$ cat config.mk
export PLATFORM = sky130hd
export DESIGN_NAME = serial_frame_deframer_xor_check_flat
export DESIGN_NICKNAME = d
export VERILOG_FILES = /design/src/rtl/core/sfd_pkg.sv /design/src/rtl/core/sfd_rx_if.sv /design/src/rtl/core/sfd_res_if.sv /design/src/rtl/core/sfd_frame_track.sv /design/src/rtl/core/serial_frame_deframer_xor_check.sv /design/src/flat_wrapper.sv
export VERILOG_INCLUDE_DIRS = /design/src /design/src/rtl/core
export SDC_FILE = /design/constraint.sdc
export NUM_CORES = 1
export LEC_CHECK = 0
export BUFFER_PORTS_ARGS = -buffer_cell sky130_fd_sc_hd__clkbuf_2
export CAP_MARGIN = 20
export CORE_AREA = 2 2 107 109
export CTS_CLUSTER_SIZE = 20
export DETAILED_ROUTE_END_ITERATION = 10
export DIE_AREA = 0 0 109 111
export HOLD_SLACK_MARGIN = 0.05
export PLACE_DENSITY = 0.5
export SLEW_MARGIN = 10
export SYNTH_ARGS = -nofsm -noshare
export SYNTH_HDL_FRONTEND = slang
export SYNTH_SLANG_ARGS = --single-unit
$ cat constraint.sdc
create_clock -name i_clk -period 6.7 [get_ports i_clk]
set_input_delay 0 -clock i_clk [delete_from_list [all_inputs] [get_ports i_clk]]
set_output_delay 0 -clock i_clk [all_outputs]
set_load 0.03 [all_outputs]
$ cat src/rtl/core/serial_frame_deframer_xor_check_defines.svh
// -----------------------------------------------------------------------------
// Serial frame deframer assertion macros
// Concurrent assertion helpers shared by the deframer RTL.
// -----------------------------------------------------------------------------
`ifndef SERIAL_FRAME_DEFRAMER_XOR_CHECK_DEFINES_SVH
`define SERIAL_FRAME_DEFRAMER_XOR_CHECK_DEFINES_SVH

`ifndef SYNTH
`define SFD_ASSERT_SAME(label, clk, rst_n, ante, cons) \
    label: assert property (@(posedge clk) disable iff (!rst_n) (ante) |-> (cons)) \
        else $error("deframer check failed");
`define SFD_ASSERT_NEXT(label, clk, rst_n, ante, cons) \
    label: assert property (@(posedge clk) disable iff (!rst_n) (ante) |=> (cons)) \
        else $error("deframer check failed");
`else
`define SFD_ASSERT_SAME(label, clk, rst_n, ante, cons)
`define SFD_ASSERT_NEXT(label, clk, rst_n, ante, cons)
`endif

`endif

$ cat src/rtl/core/sfd_pkg.sv
// -----------------------------------------------------------------------------
// Serial frame deframer package
// Frame bytes, field positions, status codes and shared types.
// -----------------------------------------------------------------------------
`default_nettype none

package sfd_pkg;

    localparam int unsigned MAX_FRAME_BYTES_DEF = 100;

    localparam logic [7:0] HEAD_BYTE = 8'h8B;
    localparam logic [7:0] TAIL_BYTE = 8'h8D;
    localparam logic [7:0] TYPE_ACK  = 8'hAA;
    localparam logic [7:0] TYPE_DATA = 8'hAB;

    // Byte positions within a frame, the head being position 0.
    localparam int unsigned POS_TYPE   = 1;
    localparam int unsigned POS_X      = 2;
    localparam int unsigned POS_Y_HIGH = 3;
    localparam int unsigned POS_Y_LOW  = 4;
    localparam int unsigned POS_CHECK  = 5;
    localparam int unsigned POS_TAIL   = 6;

    typedef enum logic [2:0] {
        ST_ACK       = 3'd0,
        ST_DATA      = 3'd1,
        ST_CHECK_ERR = 3'd2,
        ST_LEN_ERR   = 3'd3,
        ST_UNKNOWN   = 3'd4
    } t_status;

    typedef struct packed {
        logic               valid;
        t_status            status;
        logic [7:0]         x_value;
        logic signed [15:0] y_value;
    } t_result;

endpackage

`default_nettype wire

$ cat src/rtl/core/sfd_rx_if.sv
// -----------------------------------------------------------------------------
// Received byte channel
// Valid/ready channel that carries one received serial byte per word.
// -----------------------------------------------------------------------------
`default_nettype none

interface sfd_rx_if;

    logic       valid;
    logic       ready;
    logic [7:0] rx_byte;

    modport source (output valid, output rx_byte, input ready);
    modport sink (input valid, input rx_byte, output ready);

endinterface

`default_nettype wire

$ cat src/rtl/core/sfd_res_if.sv
// -----------------------------------------------------------------------------
// Frame result channel
// Valid/ready channel that carries one decoded frame result per word.
// -----------------------------------------------------------------------------
`default_nettype none

interface sfd_res_if;

    logic               valid;
    logic               ready;
    logic [2:0]         status;
    logic [7:0]         x_value;
    logic signed [15:0] y_value;

    modport source (output valid, output status, output x_value, output y_value,
                    input ready);
    modport sink (input valid, input status, input x_value, input y_value,
                  output ready);

endinterface

`default_nettype wire

$ cat src/rtl/core/sfd_frame_track.sv
// -----------------------------------------------------------------------------
// Frame tracker
// Holds the hunt and collect state and decides a frame when its tail arrives.
// -----------------------------------------------------------------------------
`default_nettype none

module sfd_frame_track
    import sfd_pkg::*;
#(
    parameter int unsigned MAX_FRAME_BYTES = MAX_FRAME_BYTES_DEF
) (
    input  wire logic       i_clk,
    input  wire logic       i_rst_n,
    input  wire logic       i_step,
    input  wire logic [7:0] i_byte,
    output t_result         o_res,
    output logic            o_in_frame
);

    localparam int unsigned CntW = $clog2(MAX_FRAME_BYTES);
    localparam logic [CntW-1:0] LastCnt = CntW'(MAX_FRAME_BYTES - 1);

    logic            r_in_frame, n_in_frame;
    logic [CntW-1:0] r_count, n_count;
    logic [7:0]      r_xor, n_xor;
    logic [7:0]      r_type, n_type;
    logic [7:0]      r_x, n_x;
    logic [7:0]      r_y_high, n_y_high;
    logic [7:0]      r_y_low, n_y_low;
    logic [7:0]      r_check, n_check;

    always_comb begin
        n_in_frame    = r_in_frame;
        n_count       = r_count;
        n_xor         = r_xor;
        n_type        = r_type;
        n_x           = r_x;
        n_y_high      = r_y_high;
        n_y_low       = r_y_low;
        n_check       = r_check;
        o_res.valid   = 1'b0;
        o_res.status  = ST_ACK;
        o_res.x_value = '0;
        o_res.y_value = '0;
        if (i_step) begin
            if (!r_in_frame) begin
                if (i_byte == HEAD_BYTE) begin
                    n_in_frame = 1'b1;
                    n_count    = CntW'(1);
                    n_xor      = i_byte;
                end
            end else if (r_count >= LastCnt) begin
                n_in_frame = 1'b0;
                n_count    = '0;
                n_xor      = '0;
            end else if (i_byte != TAIL_BYTE) begin
                case (r_count)
                    CntW'(POS_TYPE):   n_type   = i_byte;
                    CntW'(POS_X):      n_x      = i_byte;
                    CntW'(POS_Y_HIGH): n_y_high = i_byte;
                    CntW'(POS_Y_LOW):  n_y_low  = i_byte;
                    CntW'(POS_CHECK):  n_check  = i_byte;
                    default: ;
                endcase
                if (r_count <= CntW'(POS_Y_LOW)) begin
                    n_xor = r_xor ^ i_byte;
                end
                n_count = r_count + CntW'(1);
            end else begin
                o_res.valid = 1'b1;
                if (r_count != CntW'(POS_TAIL)) begin
                    o_res.status = ST_LEN_ERR;
                end else if (r_xor != r_check) begin
                    o_res.status = ST_CHECK_ERR;
                end else if (r_type == TYPE_ACK) begin
                    o_res.status = ST_ACK;
                end else if (r_type == TYPE_DATA) begin
                    o_res.status  = ST_DATA;
                    o_res.x_value = r_x;
                    o_res.y_value = {r_y_high, r_y_low};
                end else begin
                    o_res.status = ST_UNKNOWN;
                end
                n_in_frame = 1'b0;
                n_count    = '0;
                n_xor      = '0;
            end
        end
    end

    always_ff @(posedge i_clk) begin
        if (!i_rst_n) begin
            r_in_frame <= 1'b0;
            r_count    <= '0;
            r_xor      <= '0;
        end else begin
            r_in_frame <= n_in_frame;
            r_count    <= n_count;
            r_xor      <= n_xor;
        end
    end

    always_ff @(posedge i_clk) begin
        r_type   <= n_type;
        r_x      <= n_x;
        r_y_high <= n_y_high;
        r_y_low  <= n_y_low;
        r_check  <= n_check;
    end

    assign o_in_frame = r_in_frame;

endmodule

`default_nettype wire

$ cat src/rtl/core/serial_frame_deframer_xor_check.sv
// -----------------------------------------------------------------------------
// Serial frame deframer with XOR check
// Hunts for head/tail framed serial bytes and reports one result per frame of fewer than MAX_FRAME_BYTES bytes.
// -----------------------------------------------------------------------------
// Received bytes enter on i_rx, one byte per word; frame results leave on
// o_res with a status code and, for data frames, the x and y values.
// Every byte passes an input register and then the frame tracker, whose
// decision for a tail byte is loaded into the output register. A result is
// therefore offered once its tail byte has passed both registers.
// One byte is taken every cycle as long as the output register is free or
// is being emptied in the same cycle; bytes that end no frame use no slot
// downstream. When the receiver stalls with a result pending, the input
// register fills and i_rx.ready drops after at most one more byte.
// Reset clears the valid flags of both registers and returns the tracker to
// hunting for a head byte; the frame field bytes are not reset and need no clearing pass.
// -----------------------------------------------------------------------------
`default_nettype none

`include "serial_frame_deframer_xor_check_defines.svh"

module serial_frame_deframer_xor_check
    import sfd_pkg::*;
#(
    parameter int unsigned MAX_FRAME_BYTES = MAX_FRAME_BYTES_DEF
) (
    input  wire logic  i_clk,
    input  wire logic  i_rst_n,
    sfd_rx_if.sink     i_rx,
    sfd_res_if.source  o_res
);

    logic               r_in_valid;
    logic [7:0]         r_in_byte;
    logic               r_out_valid;
    t_status            r_out_status;
    logic [7:0]         r_out_x;
    logic signed [15:0] r_out_y;

    logic    w_out_free;
    logic    w_step;
    logic    w_in_accept;
    logic    w_in_frame;
    t_result w_res;

    assign w_out_free  = !r_out_valid || o_res.ready;
    assign w_step      = r_in_valid && w_out_free;
    assign i_rx.ready  = !r_in_valid || w_out_free;
    assign w_in_accept = i_rx.valid && i_rx.ready;

    sfd_frame_track #(
        .MAX_FRAME_BYTES (MAX_FRAME_BYTES)
    ) u_track (
        .i_clk      (i_clk),
        .i_rst_n    (i_rst_n),
        .i_step     (w_step),
        .i_byte     (r_in_byte),
        .o_res      (w_res),
        .o_in_frame (w_in_frame)
    );

    always_ff @(posedge i_clk) begin
        if (!i_rst_n) begin
            r_in_valid  <= 1'b0;
            r_out_valid <= 1'b0;
        end else begin
            if (w_in_accept) begin
                r_in_valid <= 1'b1;
            end else if (w_step) begin
                r_in_valid <= 1'b0;
            end
            if (w_step) begin
                r_out_valid <= w_res.valid;
            end else if (o_res.ready) begin
                r_out_valid <= 1'b0;
            end
        end
    end

    always_ff @(posedge i_clk) begin
        if (w_in_accept) begin
            r_in_byte <= i_rx.rx_byte;
        end
        if (w_step && w_res.valid) begin
            r_out_status <= w_res.status;
            r_out_x      <= w_res.x_value;
            r_out_y      <= w_res.y_value;
        end
    end

    assign o_res.valid   = r_out_valid;
    assign o_res.status  = r_out_status;
    assign o_res.x_value = r_out_x;
    assign o_res.y_value = r_out_y;

    `SFD_ASSERT_NEXT(a_hunt_after_tail, i_clk, i_rst_n, w_step && w_res.valid, !w_in_frame)
    `SFD_ASSERT_SAME(a_status_range, i_clk, i_rst_n, w_step && w_res.valid,
                     w_res.status <= ST_UNKNOWN)
    `SFD_ASSERT_SAME(a_values_only_data, i_clk, i_rst_n, r_out_valid && r_out_status != ST_DATA,
                     r_out_x == 8'd0 && r_out_y == 16'sd0)
    `SFD_ASSERT_NEXT(a_result_loaded, i_clk, i_rst_n, w_step && w_res.valid, r_out_valid)

endmodule

`default_nettype wire
$ cat src/flat_wrapper.sv
// flat-port wrapper written by rule: the top's interface ports become plain ports
module serial_frame_deframer_xor_check_flat import sfd_pkg::*;
#(
    parameter int unsigned MAX_FRAME_BYTES = MAX_FRAME_BYTES_DEF
)
  (i_clk, i_rst_n, i_rx_valid, i_rx_rx_byte, i_rx_ready, o_res_valid, o_res_status, o_res_x_value, o_res_y_value, o_res_ready);
  sfd_rx_if i_rx_i ();
  sfd_res_if o_res_i ();
  input  wire logic i_clk;
  input  wire logic i_rst_n;
  input wire logic [$bits(i_rx_i.valid)-1:0] i_rx_valid;
  input wire logic [$bits(i_rx_i.rx_byte)-1:0] i_rx_rx_byte;
  output wire logic [$bits(i_rx_i.ready)-1:0] i_rx_ready;
  output wire logic [$bits(o_res_i.valid)-1:0] o_res_valid;
  output wire logic [$bits(o_res_i.status)-1:0] o_res_status;
  output wire logic [$bits(o_res_i.x_value)-1:0] o_res_x_value;
  output wire logic [$bits(o_res_i.y_value)-1:0] o_res_y_value;
  input wire logic [$bits(o_res_i.ready)-1:0] o_res_ready;
  assign i_rx_i.valid = i_rx_valid;
  assign i_rx_i.rx_byte = i_rx_rx_byte;
  assign i_rx_ready = i_rx_i.ready;
  assign o_res_valid = o_res_i.valid;
  assign o_res_status = o_res_i.status;
  assign o_res_x_value = o_res_i.x_value;
  assign o_res_y_value = o_res_i.y_value;
  assign o_res_i.ready = o_res_ready;
  serial_frame_deframer_xor_check #(.MAX_FRAME_BYTES(MAX_FRAME_BYTES)) u_core (.i_clk(i_clk), .i_rst_n(i_rst_n), .i_rx(i_rx_i), .o_res(o_res_i));
endmodule
==> results.md, run 1 <==
- Outcome: finished clean
- Critical Path RT: 6.90 ns
- Maxcap violations: 0
- Fmax: 0.372 GHz
- Root Buffer: clkbuf_16
- DR vias/cell: 4.74
- H-tree depth reported by CTS: 3
- CTS Sinks: 93
- CTS clock-pin slew for the worst setup and hold paths: around 0.07 ns
- N_diodes: 0
- Crit path to: u_core.o_res.y_value[3]
- Fillers: 1017
- Top post-synthesis cells by area: edfxtp_1, dfxtp_1, and2_1, mux2i_1, nand2_1
- First-pass GRT wire length: 11300 um
- Worst slew margin: 34.7%
- Mapped Avg Cell Area: between 10 and 15 um^2
- Cell with the most instances after synthesis: edfxtp_1
- Final core occ: 40.4%
- Post-Place Setup Slack: around 4.0 ns
- TritonCTS buffer count: 9
- CTS tree: done
- Via count: ~2.2k
- Area of the die: around 0.012 mm^2
- Drt wl/cell: ~15 um
- Hold Violations, Final: 0
- Synth top area share: approximately three fifths
- Worst-case reg-to-reg path depth: 5
- Unrepaired setup endpoints after global routing: false
- Initial antenna violation count: 0
- Post-synth top cells: edfxtp_1, and2_1, nand2_1
- Worst VDD drop: 0.119 mV
- Worst R2R Start: u_core.r_in_byte[5]
- CTS max path bufs: 2
- Fin area: between 0.004 and 0.005 mm^2
- Worst r2r dst: u_core.o_res.y_value[3]
- Sequential cell area: 0.00261 mm^2
- Startpoint Class: flip-flop
- Worst setup path start: u_core.r_in_byte[5]
- Core area: ~0.011 mm^2
- Largest net degree at the start of global routing: 29
- Post-synth EDFFs: 75
- Row cnt: 39
- Worst Hold Class: in2reg
- Crit path time final: 2.69 ns
- Gp weighted congestion: 0.822
- Synth Register Bits: 93
- Synth warn: 0
- Initial core utilization: 33.7%
- R2r setup slk: 4.01 ns
- Prevailing post-synth register cell: edfxtp_1
- Critical path class: reg2reg
- 1st-iter DRT viols: 114
- Area of the multi-input gates: 0.00105 mm^2
- Buffers added on ports: 40
- Synthesized Nets: 272
- Register area share after synthesis: ~70%
- Layout area overhead: 19.7%
- Static Leak: 1.61 nW
- Async SR Flop Fraction: 0%
- Setup TNS: 0 ns
- CP endpoint kind: flip-flop
- Mapped Area: 0.00374 mm^2
- Layout cells sized above 1: 20.3%
- Dpl hpwl: between 4000 and 5000 um
- Setup ws final: around 4 ns
- Distinct cells, synth: 43
- I/O pin count: 41
- 1st-pass router iterations: 7
- Fin crit share: approximately 40%
- Cells after synthesis: around 260
- GRT overflow: 0
- Vias in the first global route: 2037
- Antenna Nets Post-Route: 0
- Worst EP arrival: around 2.9 ns
- Final Setup Violations: 0
- DRC viols: 0
- CP Max Fanout: 24
- Dpl cell area: 0.00408 mm^2
- Leading area contributor after synthesis: edfxtp_1
- Worst skew pair latency: 0.34 ns
- Die width: between 100 and 150 um
- Gr usage total: 12.5%
- Die H: 111 um
- Setup Skew: about 0.012 ns
- Power Density: 261 mW/mm^2
- Nets: 326
- Slew Viols, Final: 0
- Least-Margin Pin Slew: roughly 0.98 ns
- Total Wirelength: 7070 um
[how the worst min path moves through the flow]
stage | depth (start not counted) | from | endpoint | slack, ns
floorplan | 0 | i_rx_rx_byte[0] | u_core.r_in_byte[0] | 0.1
global placement | 1 | i_rx_rx_byte[2] | u_core.r_in_byte[2] | 0.18
detailed placement | 1 | i_rx_rx_byte[1] | u_core.r_in_byte[1] | 0.18
CTS | 3 | o_res_ready | u_core.o_res.valid | 0.08
global route | 3 | o_res_ready | u_core.o_res.valid | 0.12
finish | 3 | o_res_ready | u_core.o_res.valid | 0.09
[worst max-delay path, cell delays in order (launching register included)]
cell	delay (ns)
edfxtp_1	0.53
and4bb_1	0.38
and4_1	0.41
nand3b_4	0.18
nor4_4	0.81
and2_1	0.24
[cell type report]
type,count,share of cell area [%]
clock buffers,10,5.12
clock inverters,6,1.54
inverters,7,0.587
multi-input cells,148,23.5
flip-flops and latches,93,58.4
well taps,143,4.00
repair buffers,51,6.88
[power by group]
| group | internal, W | switching [W] |
|---|---|---|
| logic | 0.0000111 | 0.00000813 |
| registers | 0.000627 | 0.0000122 |
| clock network | 0.000292 | 0.000218 |
| total | 0.000930 | 0.000238 |
[state kept, by name, summed over array words and instances (netlist names)]
signal,cells
u_core.o_res.x_value,8
u_core.u_track.r_xor,8
u_core.u_track.r_y_low,8
u_core.u_track.r_type,8
u_core.o_res.status,3
u_core.r_in_byte,8
u_core.u_track.o_in_frame,1
u_core.o_res.y_value,16
u_core.u_track.r_y_high,8
u_core.u_track.r_count,7
u_core.u_track.r_check,8
u_core.u_track.r_x,8
u_core.r_in_valid,1
u_core.o_res.valid,1
[what timing repair did]
item | 4_1_cts | 5_1_grt
resized for setup | 0 | 0
endpoints found under the hold margin | 9 | 0
setup buffers | 0 | 0
hold buffers | 10 | 0
[cell families after synthesis]
family	synth area share (%)
compound gates	5.86
xor+xnor	3.75
fa+ha+maj	1.34
buf+inv	1.98
flops	69.9
mux	2.14
simple gates	15.0
[layer usage]
layer  routed length [um]  global-route usage (%)  part of all wire (%)  vias up
met5                    0                       0                     0        -
met2                 3320                    18.8                    47       46
met3                  259                    3.06                   3.7       12
li1                     -                       -                     -     1062
met1                 3320                    17.1                    47     1049
met4                  163                    5.56                   2.3        0
[through the flow]
step	total power [W]	std cells	hold WS [ns]
floorplan	0.000655	256	0.0989
global placement	0.000667	432	0.179
detailed placement	0.000667	432	0.179
CTS	0.00118	458	0.0835
global route	0.00121	458	0.124
finish	0.00117	458	0.0945
[layout by cell type, fill, tap and decap left out, types with 3 or more instances in the layout]
cell and instances:
a21oi_1 3, and2_1 26, and4_1 7, clkbuf_16 9
clkbuf_2 40, dfxtp_1 18, dlygate4sd3_1 10, edfxtp_1 75
ha_1 4, inv_1 7, mux2i_1 8, nand2_1 20
nand3_1 14, nor2_1 8, nor2b_1 3, nor3_1 4
nor4_1 3, o211a_1 3, xnor2_1 8, xor2_1 8
Note: power is estimated with default switching activity, not from simulation.
==> run 2, diff against run 1 <==
Clock period 6.7 ns to 2.57 ns, I/O delays scaled along.
==> run 2 against run 1 <==
  * Die area did not move
  * Sequential cell count did not move
  * Count of clock-buffer cells in the layout stayed put
  * Clock skew down 0.0040 ns
  * Via count about the same
  * Worst setup slack worse by 3.8 ns
==> results.md, run 2 (synthesis results as in run 1) <==
- Outcome: finished clean
- Dpl hpwl: 4660 um
- Post_cts resized: 0
- Least-Margin Pin Slew: 0.474 ns
- Power Density: 639 mW/mm^2
- Fin crit share: about nine tenths
- Fillers: 1028
- Area of the multi-input gates: between 0.001 and 0.0015 mm^2
- Commonest non-fill, non-tap cells in the layout: edfxtp_1, clkbuf_2, and2_1
- TritonCTS buffer count: 9
- Unrepaired setup endpoints after global routing: false
- I/O pin count: 41
- Static Leak: 1.67 nW
- Sequential cell area: 0.00261 mm^2
- N_diodes: 0
- R2r setup slk: 0.21 ns
- DR vias/cell: between 4 and 5
- Slew Viols, Final: 0
- H-tree depth reported by CTS: 3
- Crit path time final: around 2.4 ns
- 1st-iter DRT viols: 134
- Row cnt: 39
- Worst VDD drop: 0.232 mV
- Initial antenna violation count: 0
- Buffers added on ports: 40
- Critical path class: reg2reg
- Dpl cell area: 0.00420 mm^2
- Worst skew pair latency: 0.33 ns
- Startpoint Class: flip-flop
- Layout area overhead: 22.2%
- Antenna Nets Post-Route: 0
- Gp weighted congestion: about 0.79
- Post-CTS Hold Fix Bufs: 10
- Worst slew margin: 68.2%
- Drt wl/cell: approximately 14 um
- Setup Buffers After CTS: 0
- Max reg flops: 16
- CTS clock-pin slew for the worst setup and hold paths: roughly 0.06 ns
- Fmax: 0.424 GHz
- Worst r2r dst: u_core.u_track.r_y_high[3]
- Critical Path RT: 2.57 ns
- WHS Endpoint: u_core.o_res.valid
- CTS Sinks: 93
- Hold Violations, Final: 0
- Worst R2R Start: u_core.u_track.r_count[1]
- Worst Hold Class: in2reg
- Maxcap violations: 0
- DRC viols: 0
- Core area: 0.0111 mm^2
- Die width: 109 um
- Most common cell after layout, fill and taps aside: edfxtp_1
- Hold path depth: 3
- Gr usage total: 12.4%
- Worst-case reg-to-reg path depth: 4
- Die H: between 100 and 150 um
- Setup TNS: 0 ns
- Post-Place Setup Slack: 0.243 ns
- Fin area: approximately 0.0046 mm^2
- Setup ws final: 0.211 ns
- CP endpoint kind: flip-flop
- Via count: 2167
- Initial core utilization: 33.7%
- CP Max Fanout: 8
- Root Buffer: clkbuf_16
- Setup Skew: approximately 0.0078 ns
- Worst EP arrival: 2.35 ns
- Worst setup path start: u_core.u_track.r_count[1]
- GRT overflow: 0
- 1st-pass router iterations: 4
- Final Setup Violations: 0
- Total Wirelength: 6810 um
- First-pass GRT wire length: 11100 um
- Layout cells sized above 1: between 20% and 30%
- Nets: 341
- CTS tree: done
- Vias in the first global route: 2120
- CTS max path bufs: 2
- Area of the die: 0.0121 mm^2
- Largest net degree at the start of global routing: 27
- Hold Crit Start: o_res_ready
==> run 2: changes by cell type in the layout (fill, tap and decap cells not counted), sizes merged <==
cell	before	now
clkinv	2	3
bufinv	1	0
buf	1	16
==> run 2: area by class of cell <==
cell class / instances / share of cell area [%]
multi-input combinational: 148 / 23.0
clock buffer: 10 / 5.01
clock inverter: 6 / 0.822
inverter: 7 / 0.575
sequential: 93 / 57.2
tap: 143 / 3.92
timing repair buffer: 66 / 9.48
==> run 2: worst max path at each step <==
| stage | endpoint | slack, ns | depth (start not counted) |
|---|---|---|---|
| final | u_core.u_track.r_y_high[3] | 0.21 | 4 |
| after global routing | u_core.u_track.r_y_high[3] | 0.08 | 4 |
| after CTS | u_core.u_track.r_y_high[2] | 0.23 | 4 |
| after detailed placement | u_core.u_track.r_y_high[6] | 0.24 | 4 |
| after global placement | u_core.u_track.r_y_high[6] | 0.23 | 4 |
| after floorplan | u_core.o_res.status[0] | 0.40 | 5 |
==> run 2: layer usage <==
metal / vias up / share of wire, % / global-route usage [%]
met5: - / 0 / 0
met4: 0 / 1.7 / 6.32
met3: 8 / 3.1 / 2.41
met2: 39 / 47 / 19.0
met1: 1028 / 48 / 16.5
li1: 1092 / - / -
==> run 2: through the flow <==
stage / utilization (%) / instances / hold WS, ns / total power [W]
5_1_grt: 41.2 / 473 / 0.122 / 0.00302
2_1_floorplan: - / 256 / 0.0989 / 0.00171
3_3_place_gp: 37.9 / 447 / 0.178 / 0.00175
3_5_place_dp: 37.9 / 447 / 0.179 / 0.00175
4_1_cts: 41.2 / 473 / 0.0989 / 0.00295
6_report: 41.2 / 473 / 0.109 / 0.00292
==> run 2: critical path, stage by stage, from the launching register on <==
cell and delay [ns]:
dfxtp_1 0.35, a211o_1 0.35, o311a_1 0.36, nor3_2 0.45, and4_1 0.51
==> run 2: power by group <==
| part | switching [W] | total (W) | internal (W) |
|---|---|---|---|
| logic | 0.0000485 | 0.0000895 | 0.0000409 |
| registers | 0.00000678 | 0.00164 | 0.00163 |
| clock network | 0.000533 | 0.00119 | 0.000654 |
